$ cat src/hw/rtl/bhr_div.sv
// Restoring divider: one quotient bit per cycle, used for the bpm division.
module bhr_div #(
  parameter int DVD_W = 20,
  parameter int DVS_W = 16
) (
  input  logic             clk,
  input  logic             rst_n,
  input  logic             start,
  input  logic [DVD_W-1:0] dividend,
  input  logic [DVS_W-1:0] divisor,
  output logic             done,
  output logic [DVD_W-1:0] quotient
);

  localparam int CNT_W = $clog2(DVD_W);

  logic             busy_r, busy_nxt;
  logic             done_r, done_nxt;
  logic [CNT_W-1:0] cnt_r, cnt_nxt;
  logic [DVS_W-1:0] rem_r, rem_nxt;
  logic [DVD_W-1:0] quo_r, quo_nxt;
  logic [DVS_W-1:0] dvs_r, dvs_nxt;
  logic [DVS_W:0]   shifted;
  logic [DVS_W:0]   diff;

  always_comb begin
    busy_nxt = busy_r;
    done_nxt = 1'b0;
    cnt_nxt  = cnt_r;
    rem_nxt  = rem_r;
    quo_nxt  = quo_r;
    dvs_nxt  = dvs_r;
    shifted  = {rem_r, quo_r[DVD_W-1]};
    diff     = shifted - {1'b0, dvs_r};
    if (start) begin
      busy_nxt = 1'b1;
      cnt_nxt  = '0;
      rem_nxt  = '0;
      quo_nxt  = dividend;
      dvs_nxt  = divisor;
    end else if (busy_r) begin
      // remainder stays below the divisor, so the top bit of the trial is the borrow
      if (!diff[DVS_W]) begin
        rem_nxt = diff[DVS_W-1:0];
        quo_nxt = {quo_r[DVD_W-2:0], 1'b1};
      end else begin
        rem_nxt = shifted[DVS_W-1:0];
        quo_nxt = {quo_r[DVD_W-2:0], 1'b0};
      end
      cnt_nxt = cnt_r + 1'b1;
      if (cnt_r == CNT_W'(DVD_W-1)) begin
        busy_nxt = 1'b0;
        done_nxt = 1'b1;
      end
    end
  end

  always_ff @(posedge clk) begin
    if (!rst_n) begin
      busy_r <= 1'b0;
      done_r <= 1'b0;
    end else begin
      busy_r <= busy_nxt;
      done_r <= done_nxt;
    end
    cnt_r <= cnt_nxt;
    rem_r <= rem_nxt;
    quo_r <= quo_nxt;
    dvs_r <= dvs_nxt;
  end

  assign done     = done_r;
  assign quotient = quo_r;

endmodule
$ cat config.mk
export PLATFORM = sky130hd
export DESIGN_NAME = bhr_div
export DESIGN_NICKNAME = d
export VERILOG_FILES = /design/src/hw/rtl/bhr_div.sv
export SDC_FILE = /design/constraint.sdc
export NUM_CORES = 1
export LEC_CHECK = 0
export BUFFER_PORTS_ARGS = -buffer_cell sky130_fd_sc_hd__buf_4
export CORE_UTILIZATION = 50
export DETAILED_ROUTE_END_ITERATION = 10
export PLACE_DENSITY = 0.76
export SLEW_MARGIN = 20
export SYNTH_ARGS = -nofsm -noshare
export SYNTH_HDL_FRONTEND = slang
export SYNTH_SLANG_ARGS = --single-unit
$ cat constraint.sdc
create_clock -name clk -period 2.3 [get_ports clk]
set_input_delay 0 -clock clk [delete_from_list [all_inputs] [get_ports clk]]
set_output_delay 0 -clock clk [all_outputs]
set_load 0.02 [all_outputs]
## After elaboration in Yosys (flattened, before gate mapping)

Cells that the tools add are included.

- Flip-flop bits (word level): 59
- Input port bits: 39
- Output and inout port bits: 21
- Word-level logic and storage cells: 21

- Add/subtract/negate cells: 2
- Equal/unequal tests: 1
- Mux-type cells: 8
- Bitwise gates (word level): 2
- Reduce and logical (&&, ||, !) cells: 2

Operators with widths:

| kind | number |
|---|---|
| $mux W20 | 2 |
| $sub A17 B16 Y17 | 1 |
| $mux W16 | 1 |
| $add A5 B1 Y5 const B | 1 |
| $eq A5 B5 Y1 const B | 1 |
| $mux W1 | 5 |
| $reduce_or A3 Y1 | 1 |
| $not A1 Y1 | 2 |
| $reduce_bool A2 Y1 | 1 |

## Longest topological paths before layout

Gate-level depths: netlist (run 1).

- Depth in word-level cells: 4
- Depth in mapped cells: 12
- Mapped depth without buffers: 10

## Worst setup path before layout (run 1)

No wires, ideal clock.

- Path type: register to register
- Start: register quo_r[19], in the netlist quotient[19]
- End: register quo_r[0], in the netlist quotient[0] (data pin)
- Library setup time: 0.272 ns
- Arrival: 2.348 ns
- Data required time: 2.028 ns
- Path slack: -0.320 ns
- Cell stages (with the launch flop): 12
- Path buffers: 2
- Period minus slack after synthesis: 2.620 ns
- Cells stage by stage: edfxtp_1 > inv_1 > ha_1 > fa_1 > nand2b_1 > a21oi_1 > o21ai_0 > o221ai_2 > xnor2_1 > buf_2 > buf_2 > o21ai_0

- Cells in the longest elaborated chain, start to end: 4

RTL lines:

| element | line | RTL |
|---|---|---|
| start, declared | 21 | `logic [DVD_W-1:0] quo_r, quo_nxt;` |
| start signal, assigned | 68 | `quo_r <= quo_nxt;` |
| $sub A17 B16 Y17 | 34 | `diff = shifted - {1'b0, dvs_r};` |
| $mux W1 | 43 | `if (!diff[DVS_W]) begin` |
| $mux W20 | 41 | `end else if (busy_r) begin` |
| $mux W20 | 35 | `if (start) begin` |
| named net quo_nxt[0] | 21 |  |

The timed path passes the listed nets, and every way through them passes these cells. The select of a mux whose other input is x is not followed.
A chain may end at the register's enable or synchronous reset.

## Final worst setup path (run 1)

- Start: register dvs_r[0]
- End: register rem_r[13]

- Cells in the longest elaborated chain, start to end: 2

RTL lines:

| element | line | RTL |
|---|---|---|
| start, declared | 22 | `logic [DVS_W-1:0] dvs_r, dvs_nxt;` |
| start signal, assigned | 69 | `dvs_r <= dvs_nxt;` |
| $sub A17 B16 Y17 | 34 |  |
| $mux W16 | 43 |  |
| end signal, assigned | 67 | `rem_r <= rem_nxt;` |
| end, declared | 20 | `logic [DVS_W-1:0] rem_r, rem_nxt;` |

Every way passes these cells.

==> results of run 1 <==
[power by group]
part	switching (mW)	internal, mW	leakage, nW	total (mW)
logic	0.406	0.403	1.42	0.809
registers	0.0526	1.22	0.546	1.27
clock network	0.423	0.489	0.0850	0.912
[per-layer routing]
metal	wire length (um)	vias up	global-route usage
met4	300	0	0.141
met3	425	29	0.0539
met1	3560	1352	0.343
met2	4650	96	0.501
li1	-	1362	-
met5	0	-	0
[worst paths after layout]
kind | end | slack (ns)
setup / recovery | rem_r[13] | -0.13
hold / removal | quotient[19] | 0.03
setup reg to reg | rem_r[13] | -0.13
hold reg to reg | rem_r[9] | 0.50
[logic make-up after synthesis]
family                   after synthesis  synth area share
AND/OR/NAND/NOR                       86             0.129
XOR/XNOR                              14            0.0395
buffers and inverters                 36            0.0464
adder cells (fa/ha/maj)               18            0.0750
multiplexers                          20            0.0722
AO/OA/AOI/OAI                         63             0.141
flip-flops                            59             0.497
[worst max-delay path, stage by stage (launching register included)]
cell,delay (ns)
edfxtp_1,0.42
ha_4,0.19
fa_2,0.36
nand2b_4,0.16
a21oi_4,0.14
o21ai_2,0.10
o221ai_4,0.22
xnor2_2,0.14
buf_6,0.16
buf_12,0.14
a32oi_1,0.16
o31ai_1,0.09
[cell usage after synthesis (2+ instances only)]
| library cell | count | area share |
|---|---|---|
| a211oi_1 | 2 | 0.0048 |
| a21boi_0 | 2 | 0.0048 |
| a21oi_1 | 20 | 0.032 |
| a311oi_1 | 5 | 0.014 |
| a31oi_1 | 2 | 0.0040 |
| a32oi_1 | 4 | 0.011 |
| buf_2 | 4 | 0.0065 |
| clkbuf_1 | 8 | 0.0097 |
| dfxtp_1 | 23 | 0.15 |
| edfxtp_1 | 36 | 0.35 |
| ha_1 | 17 | 0.069 |
| inv_1 | 22 | 0.027 |
| mux2_2 | 19 | 0.069 |
| nand2_1 | 29 | 0.035 |
| nand2b_1 | 5 | 0.010 |
| nand3_1 | 11 | 0.018 |
| nand4_1 | 3 | 0.0061 |
| nor2_1 | 22 | 0.027 |
| nor2b_1 | 3 | 0.0061 |
| nor3_1 | 4 | 0.0065 |
| nor3b_1 | 2 | 0.0048 |
| nor4_1 | 3 | 0.0061 |
| o2111ai_1 | 3 | 0.0085 |
| o211a_1 | 2 | 0.0065 |
| o21a_1 | 4 | 0.0097 |
| o21ai_0 | 6 | 0.0097 |
| o311ai_0 | 2 | 0.0056 |
| o31ai_1 | 3 | 0.0073 |
| xnor2_1 | 7 | 0.020 |
| xor2_1 | 7 | 0.020 |
[state kept, by name (all words and copies together), names as in the netlist]
signal,flops
cnt_r,5
busy_r,1
dvs_r,16
quotient,20
done,1
rem_r,16
[layout make-up]
cell class              instances  area share
clock inverters                 6      0.0120
well taps                      75      0.0200
clock buffers                  10      0.0273
repair buffers                141       0.251
inverters                      22      0.0176
flip-flops and latches         59       0.329
multi-input cells             201       0.343
[repair_timing]
item / 4_1_cts / 5_1_grt
hold buffers: 36 / 0
buffers inserted: 3 / 4
endpoints found under the setup margin: 14 / 17
pin swaps: 12 / 9
hold endpoints to repair: 37 / 0
gates resized for setup: 8 / 25
[cells in the final DEF, fill, tap and decap left out, types with 4 or more instances in the layout]
master	netlist	layout
a21oi_1	20	18
a311oi_1	5	4
buf_4	1	100
buf_6	0	4
clkbuf_8	0	9
dfxtp_1	23	23
dlygate4sd3_1	0	36
edfxtp_1	36	36
ha_1	17	16
inv_1	22	21
mux2_2	19	19
nand2_1	29	26
nand2b_1	5	4
nand3_1	11	8
nor2_1	22	22
nor3_1	4	4
o21a_1	4	4
xnor2_1	7	6
xor2_1	7	6
[stage by stage]
stage	hold WS, ns	instance area [um^2]	power, mW	std cells	TNS, ns
3_5_place_dp	0.180	3890	1.94	455	-0.714
4_1_cts	0.00788	4520	2.92	510	-0.683
3_3_place_gp	0.178	3890	1.92	455	-0.0838
2_1_floorplan	0.0989	3130	1.66	296	-1.01
6_report	0.0324	4680	2.99	514	-1.31
5_1_grt	0.0148	4680	3.11	514	-2.58
==> results.json, run 1 <==
{
  "status": "finished, violations left",
  "violations": "negative setup slack",
  "drt_iter0_drc": 218,
  "io-pin-count": 60,
  "synth-seq-cells": 59,
  "antenna_found_initial": 0,
  "start_util": 0.521,
  "place_congestion": 0.898,
  "wire_per_inst_um": 17.4,
  "setup.worst_path.start_class": "register",
  "clock-sinks": 59,
  "htreeDepth": 3,
  "multi_input_area_um2": 1610,
  "synthArstFlopShare": 0,
  "clock_latency_ns": 0.35,
  "tightestPinTransition_ns": 0.650,
  "cp-end-kind": "register",
  "rows": 28,
  "rsz0062_at_grt": "yes",
  "grt_usage": 0.289,
  "worstReg2RegStart": "dvs_r[0]",
  "ir_drop_uv": 545,
  "dominantRegCellSynth": "edfxtp_1",
  "maxCapViolations": 0,
  "worstHoldStart": "dividend[19]",
  "setup_ws_ns": -0.128,
  "slew_headroom": 0.566,
  "synth_fp_nets": 353,
  "grt_pass1_vias": 2851,
  "vias": 2839,
  "period_share": 1.06,
  "clk_pin_slew_worst_paths_ns": 0.07,
  "reg2reg_depth": 11,
  "die_height_um": 80.8,
  "setup_viol": 16,
  "drv_slew": 0,
  "leakagePower_nw": 2.05,
  "crit_type": "reg2reg",
  "port_buffers": 59,
  "grt_pass1_wl_um": 13700,
  "min_path_cells": 2,
  "dp_slack_ns": -0.187,
  "overflow": 0,
  "synth-edff-count": 36,
  "die_area_um2": 6520,
  "nets": 491,
  "area_growth_pct": 51.0,
  "fin_worst_skew_ns": 0.00952,
  "drc": 0,
  "powerDensity_nw_per_um2": 639,
  "drive_above_1_share": 0.376,
  "cts_tree": "built",
  "die_w_um": 80.8,
  "yosysSeqAreaShare": 0.497,
  "place_hpwl_um": 5250,
  "cp-startpoint": "dvs_r[0]",
  "syn_inst": 296,
  "max_freq_ghz": 0.412,
  "synth_area_per_cell_um2": 10.5,
  "synth_warnings": 0,
  "synth.distinct_cells": 46,
  "worst-endpoint-arrival_ns": 2.64,
  "postRouteAntennaNets": 0,
  "min_period_ns": 2.43,
  "cts-buffers-inserted": 9,
  "cts-root-buf": "clkbuf_8",
  "clock_path_buffers": 2,
  "required_ns": 2.51,
  "dr.pass1.iters": 4,
  "grt_start_max_net_pins": 54,
  "fin_util": 0.786,
  "diodes": 0,
  "regArea_um2": 1540,
  "hold_violations": 0,
  "hold_path_class": "in2reg",
  "crit_fanout": 8,
  "viasPerCell": 5.52,
  "nFillCells": 354,
  "core_area_um2": 5960,
  "syn_area_um2": 3100,
  "routed_wl_um": 8930
}
No activity file was read; power rests on OpenSTA's default activity.
==> run 2: changes to the inputs <==
CORE_UTILIZATION = 52   (was 50)
CTS_BUF_LIST = sky130_fd_sc_hd__clkbuf_8   (was unset)
PLACE_DENSITY = 0.79   (was 0.76)
==> run 2 against run 1 <==
Against the previous run:
- the run still ends with negative setup slack left
- flip-flop and latch count stayed put
- die area fell by 3.8%
- combinational power fell by 4.1%
- clock power down 7.7%
- final area is 3.4% lower
- utilization increased by 1.6 points
- non-clock buffer count down 12
- final cell count decreased by 2.9%
- sequential power barely moved
- register-to-register slack about the same
- clock-buffer cell count grew 1
- fmax grew 0.49%
- critical path type unchanged
- largest power group unchanged
==> results.json, run 2 (same netlist as run 1, synthesis figures left out) <==
{
  "nets": 479,
  "grt_pass1_vias": 2859,
  "core_area_um2": 5640,
  "clock_path_buffers": 2,
  "required_ns": 2.54,
  "drv_slew": 0,
  "fin_worst_skew_ns": 0.0154,
  "critPathMaxStageDelay_ns": 0.44,
  "antenna_found_initial": 0,
  "drive_above_1_share": 0.351,
  "port_buffers": 59,
  "crit_slowest_cell": "edfxtp_1",
  "clk_pin_slew_worst_paths_ns": 0.06,
  "leakagePower_nw": 1.95,
  "crit_fanout": 5,
  "min_period_ns": 2.42,
  "io-pin-count": 60,
  "cts_tree": "built",
  "grt_pass1_wl_um": 13900,
  "status": "finished, violations left",
  "htreeDepth": 3,
  "hold_path_class": "in2reg",
  "drt_iter0_drc": 334,
  "placement.cell_area_um2": 3790,
  "max_freq_ghz": 0.414,
  "ir_drop_uv": 505,
  "routed_wl_um": 9080,
  "cp-end-kind": "register",
  "hold_violations": 0,
  "cts-root-buf": "clkbuf_8",
  "mostFrequentLayoutCells": "buf_4 (90), edfxtp_1 (36), dlygate4sd3_1 (36)",
  "dr.pass1.iters": 5,
  "place_congestion": 0.848,
  "postRouteAntennaNets": 0,
  "maxCapViolations": 0,
  "die_w_um": 79.2,
  "powerDensity_nw_per_um2": 639,
  "rsz0062_at_grt": "yes",
  "die_area_um2": 6280,
  "final_common_cell": "buf_4",
  "grt_start_max_net_pins": 33,
  "fin_util": 0.802,
  "area_growth_pct": 45.9,
  "rows": 27,
  "path_cells": "ha_4 -> fa_2 -> nand2b_4 -> a21oi_4 -> o21ai_4 -> o221ai_4 -> xnor2_2 -> buf_6 -> nand2_1 -> a311oi_1",
  "clock_latency_ns": 0.34,
  "diodes": 0,
  "period_share": 1.05,
  "cts-buffers-inserted": 9,
  "slew_headroom": 0.743,
  "violations": "negative setup slack",
  "die_height_um": 79.2,
  "fin_area_um2": 4530,
  "tightestPinTransition_ns": 0.385,
  "clock-sinks": 59,
  "worst-endpoint-arrival_ns": 2.66,
  "crit_type": "reg2reg",
  "setup.worst_path.start_class": "register",
  "largest_reg_flops": 20,
  "wire_per_inst_um": 18.2,
  "nFillCells": 265,
  "vias": 2949,
  "viasPerCell": 5.91,
  "place_hpwl_um": 5010,
  "start_util": 0.550,
  "min_path_cells": 2,
  "reg2reg_depth": 10,
  "grt_usage": 0.296,
  "drc": 0,
  "setup_viol": 16,
  "setup_ws_ns": -0.116,
  "overflow": 0
}
-- run 2: area by class of cell --
type	instances	area, um^2	area share
Multi-Input combinational cell	201	1570	0.347
Sequential cell	59	1540	0.341
Timing Repair Buffer	129	1070	0.236
Clock buffer	11	151	0.0335
Tap cell	72	90.1	0.0199
Inverter	22	82.6	0.0182
Clock inverter	5	21.3	0.00470
-- run 2: per-layer routing --
layer  vias to the layer above  share of wire  GRT usage
li1                       1328              -          -
met1                      1401           0.39      0.380
met2                       181           0.50      0.491
met3                        39          0.075     0.0506
met4                         0          0.036      0.129
met5                         -              0          0
-- run 2: path summary, 6_finish.rpt --
check,to,slack [ns],startpoint
hold / removal,quotient[19],0.02,dividend[19]
setup reg to reg,rem_r[3],-0.12,dvs_r[0]
setup / recovery,rem_r[3],-0.12,dvs_r[0]
hold reg to reg,cnt_r[1],0.52,cnt_r[1]
-- run 2: stage by stage --
step / setup TNS [ns] / setup slack, ns / hold slack (ns) / power, mW / std cells
2_1_floorplan: -1.01 / -0.168 / 0.0989 / 1.66 / 296
3_3_place_gp: -0.00315 / -0.00315 / 0.178 / 1.89 / 439
3_5_place_dp: -0.715 / -0.101 / 0.179 / 1.91 / 439
4_1_cts: -0.0958 / -0.0430 / 0.00929 / 2.79 / 496
5_1_grt: -2.62 / -0.210 / 0.0132 / 3.00 / 499
6_report: -1.07 / -0.116 / 0.0219 / 2.89 / 499
-- run 2: power breakdown --
| part | leakage (nW) | internal [mW] | switching (mW) | total [mW] |
|---|---|---|---|---|
| combinational | 1.31 | 0.374 | 0.402 | 0.776 |
| clock | 0.0991 | 0.435 | 0.407 | 0.842 |
| sequential | 0.546 | 1.22 | 0.0562 | 1.28 |
-- run 2: worst max-delay path: cells and delay by family, from the launching register on --
kind | cells | cell delay (ns)
AO/OA/AOI/OAI | 4 | 0.75
adder cells (fa/ha/maj) | 2 | 0.53
flip-flops | 1 | 0.44
AND/OR/NAND/NOR | 2 | 0.25
XOR/XNOR | 1 | 0.19
buffers and inverters | 1 | 0.17
-- run 2: what timing repair did --
action,4_1_cts,5_1_grt
cloned,1,0
hold buffers,36,0
setup endpoints to repair,10,17
buffers inserted,4,3
resized for setup,8,19
pin swaps,6,5
endpoints found under the hold margin,37,0
